==> src/rtl/scl_pkg.sv <==
// Shared constants and controller/datapath interface types for the sector cache.
`timescale 1ns / 1ps

package scl_pkg;

    localparam int ENTRIES      = 16;
    localparam int PAYLOAD_BITS = 64;
    localparam int ADDR_W       = (ENTRIES > 1) ? $clog2(ENTRIES) : 1;
    localparam int FILL_W       = $clog2(ENTRIES + 1);
    localparam int ID_W         = 32;
    localparam int DATA_W       = 64;
    localparam int STAMP_W      = 32;
    localparam int CNT_W        = 32;
    localparam int PCT_W        = 7;
    localparam int QBIT_W       = 3;
    localparam int NUM_W        = CNT_W + 8;
    localparam int DEN_W        = CNT_W + 1;
    localparam int PCT_SCALE    = 100;

    localparam logic ACT_READ  = 1'b0;
    localparam logic ACT_WRITE = 1'b1;

    typedef struct packed {
        logic capture;
        logic scan;
        logic commit;
        logic div_load;
        logic div_sel_miss;
        logic div_step;
        logic out_load;
    } t_cmd;

    typedef struct packed {
        logic scan_done;
        logic div_last;
    } t_sts;

endpackage

==> src/rtl/scl_ram.sv <==
// Generic single-write, single-read RAM with registered read data.
`timescale 1ns / 1ps

module scl_ram #(
    parameter int WIDTH = 32,
    parameter int DEPTH = 16
) (
    input  logic                             i_clk,
    input  logic                             i_we,
    input  logic [$clog2(DEPTH > 1 ? DEPTH : 2)-1:0] i_waddr,
    input  logic [WIDTH-1:0]                 i_wdata,
    input  logic [$clog2(DEPTH > 1 ? DEPTH : 2)-1:0] i_raddr,
    output logic [WIDTH-1:0]                 o_rdata
);

    logic [WIDTH-1:0] r_mem [DEPTH];
    logic [WIDTH-1:0] r_q;

    always_ff @(posedge i_clk) begin
        if (i_we) begin
            r_mem[i_waddr] <= i_wdata;
        end
        r_q <= r_mem[i_raddr];
    end

    assign o_rdata = r_q;

endmodule

==> src/rtl/scl_ctrl.sv <==
// Sequencing state machine for lookup, update and percentage division.
`timescale 1ns / 1ps

module scl_ctrl (
    input  logic          i_clk,
    input  logic          i_rst_n,
    input  logic          i_in_valid,
    output logic          o_in_ready,
    output logic          o_out_valid,
    input  logic          i_out_ready,
    input  scl_pkg::t_sts i_sts,
    output scl_pkg::t_cmd o_cmd
);
    import scl_pkg::*;

    typedef enum logic [2:0] {
        S_IDLE,
        S_SCAN,
        S_COMMIT,
        S_LOADH,
        S_DIVH,
        S_LOADM,
        S_DIVM,
        S_DONE
    } t_state;

    t_state r_state;
    logic   r_out_valid;
    t_cmd   cmd;

    always_comb begin
        cmd = '0;
        case (r_state)
            S_IDLE:   cmd.capture = i_in_valid;
            S_SCAN:   cmd.scan = 1'b1;
            S_COMMIT: cmd.commit = 1'b1;
            S_LOADH:  cmd.div_load = 1'b1;
            S_DIVH:   cmd.div_step = 1'b1;
            S_LOADM: begin
                cmd.div_load     = 1'b1;
                cmd.div_sel_miss = 1'b1;
            end
            S_DIVM:   cmd.div_step = 1'b1;
            S_DONE:   cmd.out_load = !r_out_valid || i_out_ready;
            default:  cmd = '0;
        endcase
    end

    always_ff @(posedge i_clk) begin
        if (!i_rst_n) begin
            r_state     <= S_IDLE;
            r_out_valid <= 1'b0;
        end else begin
            if (cmd.out_load) begin
                r_out_valid <= 1'b1;
            end else if (i_out_ready) begin
                r_out_valid <= 1'b0;
            end
            case (r_state)
                S_IDLE:   if (i_in_valid) r_state <= S_SCAN;
                S_SCAN:   if (i_sts.scan_done) r_state <= S_COMMIT;
                S_COMMIT: r_state <= S_LOADH;
                S_LOADH:  r_state <= S_DIVH;
                S_DIVH:   if (i_sts.div_last) r_state <= S_LOADM;
                S_LOADM:  r_state <= S_DIVM;
                S_DIVM:   if (i_sts.div_last) r_state <= S_DONE;
                S_DONE:   if (cmd.out_load) r_state <= S_IDLE;
                default:  r_state <= S_IDLE;
            endcase
        end
    end

    assign o_in_ready  = (r_state == S_IDLE);
    assign o_out_valid = r_out_valid;
    assign o_cmd       = cmd;

endmodule

==> src/rtl/scl_dp.sv <==
// Datapath: entry memories, scan compare, counters and the percentage divider.
`timescale 1ns / 1ps

module scl_dp (
    input  logic                              i_clk,
    input  logic                              i_rst_n,
    input  scl_pkg::t_cmd                     i_cmd,
    output scl_pkg::t_sts                     o_sts,
    input  logic                              i_action,
    input  logic [scl_pkg::ID_W-1:0]          i_sector_id,
    input  logic [scl_pkg::DATA_W-1:0]        i_write_data,
    output logic                              o_found,
    output logic [scl_pkg::DATA_W-1:0]        o_read_data,
    output logic [scl_pkg::CNT_W-1:0]         o_hit_count,
    output logic [scl_pkg::CNT_W-1:0]         o_miss_count,
    output logic [scl_pkg::PCT_W-1:0]         o_hit_percent,
    output logic [scl_pkg::PCT_W-1:0]         o_miss_percent
);
    import scl_pkg::*;

    logic [FILL_W-1:0]       r_fill;
    logic [STAMP_W-1:0]      r_clock;
    logic [CNT_W-1:0]        r_hits;
    logic [CNT_W-1:0]        r_misses;

    logic                    r_wr;
    logic [ID_W-1:0]         r_id;
    logic [PAYLOAD_BITS-1:0] r_data;
    logic [STAMP_W-1:0]      r_stamp;

    logic [FILL_W-1:0]       r_ptr;
    logic                    r_cmp_vld;
    logic [ADDR_W-1:0]       r_cmp_idx;
    logic                    r_hit;
    logic [ADDR_W-1:0]       r_pos;
    logic [STAMP_W-1:0]      r_min;
    logic [ADDR_W-1:0]       r_old;

    logic [DATA_W-1:0]       r_rd;
    logic [NUM_W-1:0]        r_rem;
    logic [NUM_W-1:0]        r_dsh;
    logic                    r_den_nz;
    logic [QBIT_W-1:0]       r_bit;
    logic [PCT_W-1:0]        r_q;
    logic [PCT_W-1:0]        r_hp;

    logic                    r_o_found;
    logic [DATA_W-1:0]       r_o_rd;
    logic [CNT_W-1:0]        r_o_hits;
    logic [CNT_W-1:0]        r_o_misses;
    logic [PCT_W-1:0]        r_o_hp;
    logic [PCT_W-1:0]        r_o_mp;

    logic [ID_W-1:0]         id_q;
    logic [STAMP_W-1:0]      stamp_q;
    logic [PAYLOAD_BITS-1:0] pay_q;
    logic [ADDR_W-1:0]       scan_addr;
    logic [ADDR_W-1:0]       slot;
    logic                    full;
    logic                    we_entry;
    logic                    we_stamp;
    logic [CNT_W-1:0]        div_src;
    logic [NUM_W-1:0]        num_src;
    logic [DEN_W-1:0]        den_sum;
    logic                    ge;

    assign scan_addr = r_ptr[ADDR_W-1:0];
    assign full      = (r_fill == FILL_W'(ENTRIES));
    assign slot      = r_hit ? r_pos : (full ? r_old : r_fill[ADDR_W-1:0]);
    assign we_entry  = i_cmd.commit && (r_wr == ACT_WRITE);
    assign we_stamp  = i_cmd.commit && ((r_wr == ACT_WRITE) || r_hit);

    // Multiply by one hundred as 64x + 32x + 4x.
    assign div_src = i_cmd.div_sel_miss ? r_misses : r_hits;
    assign num_src = (NUM_W'(div_src) << 6) + (NUM_W'(div_src) << 5)
                   + (NUM_W'(div_src) << 2);
    assign den_sum = DEN_W'(r_hits) + DEN_W'(r_misses);
    assign ge      = r_den_nz && (r_rem >= r_dsh);

    scl_ram #(.WIDTH(ID_W), .DEPTH(ENTRIES)) u_id_ram (
        .i_clk   (i_clk),
        .i_we    (we_entry),
        .i_waddr (slot),
        .i_wdata (r_id),
        .i_raddr (scan_addr),
        .o_rdata (id_q)
    );

    scl_ram #(.WIDTH(STAMP_W), .DEPTH(ENTRIES)) u_stamp_ram (
        .i_clk   (i_clk),
        .i_we    (we_stamp),
        .i_waddr (slot),
        .i_wdata (r_stamp),
        .i_raddr (scan_addr),
        .o_rdata (stamp_q)
    );

    scl_ram #(.WIDTH(PAYLOAD_BITS), .DEPTH(ENTRIES)) u_pay_ram (
        .i_clk   (i_clk),
        .i_we    (we_entry),
        .i_waddr (slot),
        .i_wdata (r_data),
        .i_raddr (r_pos),
        .o_rdata (pay_q)
    );

    always_ff @(posedge i_clk) begin
        if (!i_rst_n) begin
            r_fill    <= '0;
            r_clock   <= '0;
            r_hits    <= '0;
            r_misses  <= '0;
            r_cmp_vld <= 1'b0;
        end else begin
            if (i_cmd.capture) begin
                r_clock   <= r_clock + 1'b1;
                r_cmp_vld <= 1'b0;
            end
            if (i_cmd.scan) begin
                r_cmp_vld <= (r_ptr != r_fill);
            end
            if (i_cmd.commit) begin
                if (r_wr == ACT_WRITE) begin
                    if (!r_hit && !full) begin
                        r_fill <= r_fill + 1'b1;
                    end
                end else if (r_hit) begin
                    if (r_hits != '1) begin
                        r_hits <= r_hits + 1'b1;
                    end
                end else if (r_misses != '1) begin
                    r_misses <= r_misses + 1'b1;
                end
            end
        end
    end

    always_ff @(posedge i_clk) begin
        if (i_cmd.capture) begin
            r_wr    <= i_action;
            r_id    <= i_sector_id;
            r_data  <= i_write_data[PAYLOAD_BITS-1:0];
            r_stamp <= r_clock;
            r_ptr   <= '0;
            r_hit   <= 1'b0;
            r_pos   <= '0;
            r_old   <= '0;
            r_min   <= '0;
        end
        if (i_cmd.scan && (r_ptr != r_fill)) begin
            r_ptr     <= r_ptr + 1'b1;
            r_cmp_idx <= scan_addr;
        end
        if (r_cmp_vld) begin
            if (!r_hit && (id_q == r_id)) begin
                r_hit <= 1'b1;
                r_pos <= r_cmp_idx;
            end
            if ((r_cmp_idx == '0) || (stamp_q < r_min)) begin
                r_min <= stamp_q;
                r_old <= r_cmp_idx;
            end
        end
        if (i_cmd.div_load) begin
            r_rem    <= num_src;
            r_dsh    <= NUM_W'(den_sum) << (PCT_W - 1);
            r_den_nz <= (den_sum != '0);
            r_bit    <= QBIT_W'(PCT_W - 1);
            r_q      <= '0;
            if (i_cmd.div_sel_miss) begin
                r_hp <= r_q;
            end else begin
                r_rd <= ((r_wr == ACT_READ) && r_hit) ? DATA_W'(pay_q) : '0;
            end
        end
        if (i_cmd.div_step) begin
            if (ge) begin
                r_rem <= r_rem - r_dsh;
            end
            r_dsh <= r_dsh >> 1;
            r_q   <= {r_q[PCT_W-2:0], ge};
            r_bit <= r_bit - 1'b1;
        end
        if (i_cmd.out_load) begin
            r_o_found  <= r_hit;
            r_o_rd     <= r_rd;
            r_o_hits   <= r_hits;
            r_o_misses <= r_misses;
            r_o_hp     <= r_hp;
            r_o_mp     <= r_q;
        end
    end

    assign o_sts.scan_done = (r_ptr == r_fill) && !r_cmp_vld;
    assign o_sts.div_last  = (r_bit == '0);

    assign o_found        = r_o_found;
    assign o_read_data    = r_o_rd;
    assign o_hit_count    = r_o_hits;
    assign o_miss_count   = r_o_misses;
    assign o_hit_percent  = r_o_hp;
    assign o_miss_percent = r_o_mp;

endmodule

==> src/rtl/sector_cache_lru.sv <==
// Top level of the fully associative sector cache with LRU replacement.
//
//  Channel  Direction  Handshake                  Payload
//  in       input      i_in_valid / o_in_ready    i_action, i_sector_id, i_write_data
//  out      output     o_out_valid / i_out_ready  o_found, o_read_data, o_hit_count,
//                                                 o_miss_count, o_hit_percent,
//                                                 o_miss_percent
//
// Each transfer passes through taking the item, the pipelined tag and stamp scan, the commit,
// a load and seven steps for each percentage quotient, and a load of the result.
// Reset is synchronous and active low; it empties the cache and clears all counters.
// A new item is taken while the previous result waits in the output register; a
// stalled output holds the next item only in its final state.
`timescale 1ns / 1ps

module sector_cache_lru (
    input  logic                       i_clk,
    input  logic                       i_rst_n,
    input  logic                       i_in_valid,
    output logic                       o_in_ready,
    input  logic                       i_action,
    input  logic [scl_pkg::ID_W-1:0]   i_sector_id,
    input  logic [scl_pkg::DATA_W-1:0] i_write_data,
    output logic                       o_out_valid,
    input  logic                       i_out_ready,
    output logic                       o_found,
    output logic [scl_pkg::DATA_W-1:0] o_read_data,
    output logic [scl_pkg::CNT_W-1:0]  o_hit_count,
    output logic [scl_pkg::CNT_W-1:0]  o_miss_count,
    output logic [scl_pkg::PCT_W-1:0]  o_hit_percent,
    output logic [scl_pkg::PCT_W-1:0]  o_miss_percent
);
    import scl_pkg::*;

    t_cmd cmd;
    t_sts sts;

    scl_ctrl u_ctrl (
        .i_clk       (i_clk),
        .i_rst_n     (i_rst_n),
        .i_in_valid  (i_in_valid),
        .o_in_ready  (o_in_ready),
        .o_out_valid (o_out_valid),
        .i_out_ready (i_out_ready),
        .i_sts       (sts),
        .o_cmd       (cmd)
    );

    scl_dp u_dp (
        .i_clk          (i_clk),
        .i_rst_n        (i_rst_n),
        .i_cmd          (cmd),
        .o_sts          (sts),
        .i_action       (i_action),
        .i_sector_id    (i_sector_id),
        .i_write_data   (i_write_data),
        .o_found        (o_found),
        .o_read_data    (o_read_data),
        .o_hit_count    (o_hit_count),
        .o_miss_count   (o_miss_count),
        .o_hit_percent  (o_hit_percent),
        .o_miss_percent (o_miss_percent)
    );

endmodule

==> config.mk <==
export PLATFORM = sky130hd
export DESIGN_NAME = sector_cache_lru
export DESIGN_NICKNAME = d
export VERILOG_FILES = /design/src/rtl/scl_pkg.sv /design/src/rtl/scl_ram.sv /design/src/rtl/scl_ctrl.sv /design/src/rtl/scl_dp.sv /design/src/rtl/sector_cache_lru.sv
export SDC_FILE = /design/constraint.sdc
export NUM_CORES = 2
export LEC_CHECK = 0
export ABC_CLOCK_PERIOD_IN_PS = 22100
export BUFFER_PORTS_ARGS = -buffer_cell sky130_fd_sc_hd__buf_2
export CAP_MARGIN = 20
export CORE_UTILIZATION = 55
export CTS_BUF_LIST = sky130_fd_sc_hd__clkbuf_8 sky130_fd_sc_hd__clkbuf_16
export CTS_CLUSTER_DIAMETER = 30
export DETAILED_ROUTE_END_ITERATION = 12
export HOLD_SLACK_MARGIN = 0.02
export PLACE_DENSITY = 0.79
export SKIP_LAST_GASP = 1
export SLEW_MARGIN = 10
export SYNTH_ARGS = -nofsm -noshare
export SYNTH_HDL_FRONTEND = slang
export SYNTH_HIERARCHICAL = 1
export SYNTH_SLANG_ARGS = --single-unit
export TNS_END_PERCENT = 50
==> constraint.sdc <==
create_clock -name i_clk -period 22.1 [get_ports i_clk]
set_input_delay 3.315 -clock i_clk [delete_from_list [all_inputs] [get_ports i_clk]]
set_output_delay 3.315 -clock i_clk [all_outputs]
set_load 0.01 [all_outputs]
==> impl_metrics.json <==
{
  "die-area_um2": 198000,
  "die_w_um": 446,
  "portBuffers": 245,
  "finalWirelength_mm": 267,
  "syn_area_um2": 108000,
  "reg2reg_depth": 15,
  "slowest_stage": "dfxtp_1",
  "gr-usage-met2": 0.452,
  "worstHoldPathType": "reg -> reg",
  "post_cts.repair.setup_buffers": 0,
  "core_um2": 195000,
  "p_int_mw": 11.5,
  "leakage_nw": 44.0,
  "hpwl_mm": 130,
  "combPwrFrac": 0.128,
  "reg2reg_slack_ns": 16.86,
  "critPathKind": "reg -> reg",
  "clock-root-buffer": "clkbuf_16",
  "drv_cap": 0,
  "yosysTopAreaCell": "edfxtp_1",
  "final_nets": 6639,
  "report.final.slew_viol_count": 0,
  "rsz0062_at_grt": "no",
  "grt_max_degree": 145,
  "grt_pass1_wl_mm": 392,
  "crit_family": "compound AO/OA/AOI/OAI gates",
  "final.period_utilization": 0.237,
  "rr_endpoint": "u_dp/r_rem[33]",
  "syn_avg_cell_area_um2": 18.6,
  "crit_cells": 15,
  "busiest_layer": "met2",
  "grt_usage": 0.268,
  "ys_seq_area_frac": 0.738,
  "drtAntennaViolNets": 0,
  "vias_per_cell": 6.28,
  "swShare": 0.259,
  "synth_top_area_frac": 0.680,
  "antenna_found_initial": 13,
  "die_y_um": 446,
  "synth-edff-count": 2450,
  "critPathMaxFanout": 35,
  "cpPeakStageDelay_ns": 0.61,
  "grt_overflow": 0,
  "critPathLaunchType": "flip-flop",
  "worst_slew_pin_slew_ns": 1.14,
  "synth_seq_cells": 2765,
  "pwr-share-clk": 0.448,
  "yosys_warnings": 6,
  "dr.pass1.iters": 6,
  "via_count": 58800,
  "crit_end": "u_dp/r_rem[33]",
  "startpoint": "u_ctrl/r_state[2]",
  "row_count": 162,
  "drc": 0,
  "crit_path_end_kind": "flip-flop",
  "crit_buf_inv": 1,
  "synth_area_leaders": "edfxtp_1 68%, mux4_2 11%, dfxtp_1 5.8%, a22oi_1 1.8%, ha_1 1.7%",
  "slew_headroom": 0.241,
  "htree_num_levels": 5,
  "met1_usage": 0.340,
  "status": "complete, no violations",
  "p_per_area_nw_per_um2": 122,
  "fin_setup_tns_ns": 0,
  "required_ns": 22.91,
  "rr_startpoint": "u_ctrl/r_state[2]",
  "numCtsBuffers": 447,
  "clk_pin_slew_worst_paths_ns": 0.06,
  "start_util": 0.554,
  "grt_pass1_vias": 61100,
  "initialDrtViolationCount": 6404,
  "max_freq_ghz": 0.191,
  "pwr-share-seq": 0.424,
  "wl_per_cell_um": 28.5,
  "cts_sinks": 2765,
  "min_period_ns": 5.24,
  "synthToLayoutAreaGrowth_pct": 18.4,
  "synth_ff_type": "edfxtp_1",
  "io_pins": 246,
  "cp_cell_sequence": "and3_2 -> buf_4 -> mux2_2 -> fa_1 -> ha_1 -> a211o_1 -> a21oi_1 -> o211ai_1 -> o211ai_1 -> nand2_1 -> a211o_1 -> a221o_1 -> a21oi_1 -> nor3b_1 -> o32ai_1",
  "holdCritStartpoint": "u_dp/r_rd[4]",
  "drive_gt1_frac": 0.265,
  "max-vdd-ir-drop_mv": 0.115,
  "ys_types": 81,
  "routabilityCongestion": 0.875,
  "tritoncts": "done",
  "fill_cells": 11900,
  "insertion_delay_ns": 0.99,
  "finalHoldViolCount": 0,
  "finalPower_mw": 15.6,
  "p_sw_mw": 4.04,
  "setup_viol": 0,
  "synthCells": 5814,
  "skew_ns": 0.0839,
  "cp.arrival_ns": 6.05,
  "cts_hold_buf": 0,
  "synth_fp_nets": 6093,
  "cts_resized": 0,
  "ys_async_sr_fraction": 0,
  "cts_buffer_depth": 4,
  "gr-usage-met3": 0.0492,
  "seq_area_um2": 79900,
  "multi_input_area_um2": 27100
}
## area by class of cell
cell class / instances / share of cell area
well taps: 2624 / 0.0256
clock buffers: 483 / 0.0919
repair buffers: 350 / 0.0165
inverters: 122 / 0.00358
multi-input cells: 2674 / 0.212
flip-flops and latches: 2765 / 0.624
diodes: 3 / 0.0000586
clock inverters: 342 / 0.0271
## per-layer routing
layer  part of all wire  up-vias
met4              0.045        8
met1               0.37    30200
met2               0.50     3511
li1                   -    24400
met3              0.085      671
met5            0.00020        -
## flip-flops by register name, indices dropped and copies added (netlist names), 32 cells and up
signal,count
u_dp/u_id_ram/r_mem,512
u_dp/r_misses,32
u_dp/u_stamp_ram/o_rdata,32
u_dp/r_stamp,32
u_dp/u_pay_ram/r_mem,1024
u_dp/o_hit_count,32
u_dp/r_data,64
u_dp/r_rem,40
u_dp/u_pay_ram/o_rdata,64
u_dp/r_min,32
u_dp/o_miss_count,32
u_dp/o_read_data,64
u_dp/r_id,32
u_dp/r_dsh,39
u_dp/r_hits,32
u_dp/r_clock,32
u_dp/u_stamp_ram/r_mem,512
u_dp/r_rd,64
u_dp/u_id_ram/o_rdata,32
## how the worst min path moves through the flow
stage | to | slack, ns | depth (start not counted)
finish | u_dp/o_read_data[4] | 0.39 | 0
global route | u_dp/o_read_data[4] | 0.41 | 0
CTS | u_dp/o_read_data[4] | 0.40 | 0
detailed placement | u_dp/o_read_data[48] | 0.40 | 0
global placement | u_dp/o_hit_percent[5] | 0.40 | 0
floorplan | u_dp/o_hit_percent[0] | 0.40 | 0
## cells in the final DEF (no fill, tap or decap), types with 59 or more instances in the layout
cell and count:
edfxtp_1 2450, mux4_2 512, clkbuf_16 455, dfxtp_1 313
nand2_1 297, a22oi_1 258, buf_2 245, and2_1 174
inv_1 164, xnor2_1 159, ha_1 147, a21oi_1 133
nor2_1 120, o21ai_0 114, buf_4 97, nand3_1 77
clkinv_2 69, mux2_2 68, a21o_1 59
## cells in the mapped netlist (59+ instances only)
cell type,instances
a21o_1,59
a21oi_1,133
a22oi_1,258
and2_1,177
clkbuf_1,129
dfxtp_1,315
edfxtp_1,2450
ha_1,147
inv_1,120
mux2_2,68
mux4_2,512
nand2_1,297
nand3_1,77
nor2_1,162
o21ai_0,116
xnor2_1,159
## per-stage QoR
| step | cells | utilization | hold slack [ns] | instance area (um2) | setup slack (ns) |
|---|---|---|---|---|---|
| finish | 9363 | 0.656 | 0.386 | 128000 | 16.86 |
| global route | 9362 | 0.656 | 0.406 | 128000 | 16.59 |
| CTS | 9357 | 0.656 | 0.395 | 128000 | 16.82 |
| detailed placement | 8532 | 0.578 | 0.405 | 113000 | 16.20 |
| global placement | 8532 | 0.578 | 0.403 | 113000 | 16.24 |
| floorplan | 5814 | - | 0.400 | 108000 | 12.06 |
## power by group through the flow
stage	clock [mW]	sequential [mW]	combinational [mW]
3_3_place_gp	0	6.65	1.88
3_5_place_dp	0	6.69	1.92
5_1_grt	7.27	6.65	2.14
2_1_floorplan	0	6.56	1.45
6_report	6.98	6.61	1.99
4_1_cts	7.05	6.61	1.99
## kinds of logic (layout without fill, tap and decap cells)
group / after synthesis / after routing / share of synthesized area
buffers and inverters: 375 / 1297 / 0.0156
other: 0 / 3 / 0
adder cells (fa/ha/maj): 178 / 178 / 0.0227
multiplexers: 613 / 613 / 0.117
AO/OA/AOI/OAI: 715 / 715 / 0.0448
AND/OR/NAND/NOR: 954 / 954 / 0.0446
XOR/XNOR: 214 / 214 / 0.0173
flip-flops: 2765 / 2765 / 0.738
Power figures use the tool's default switching activity.
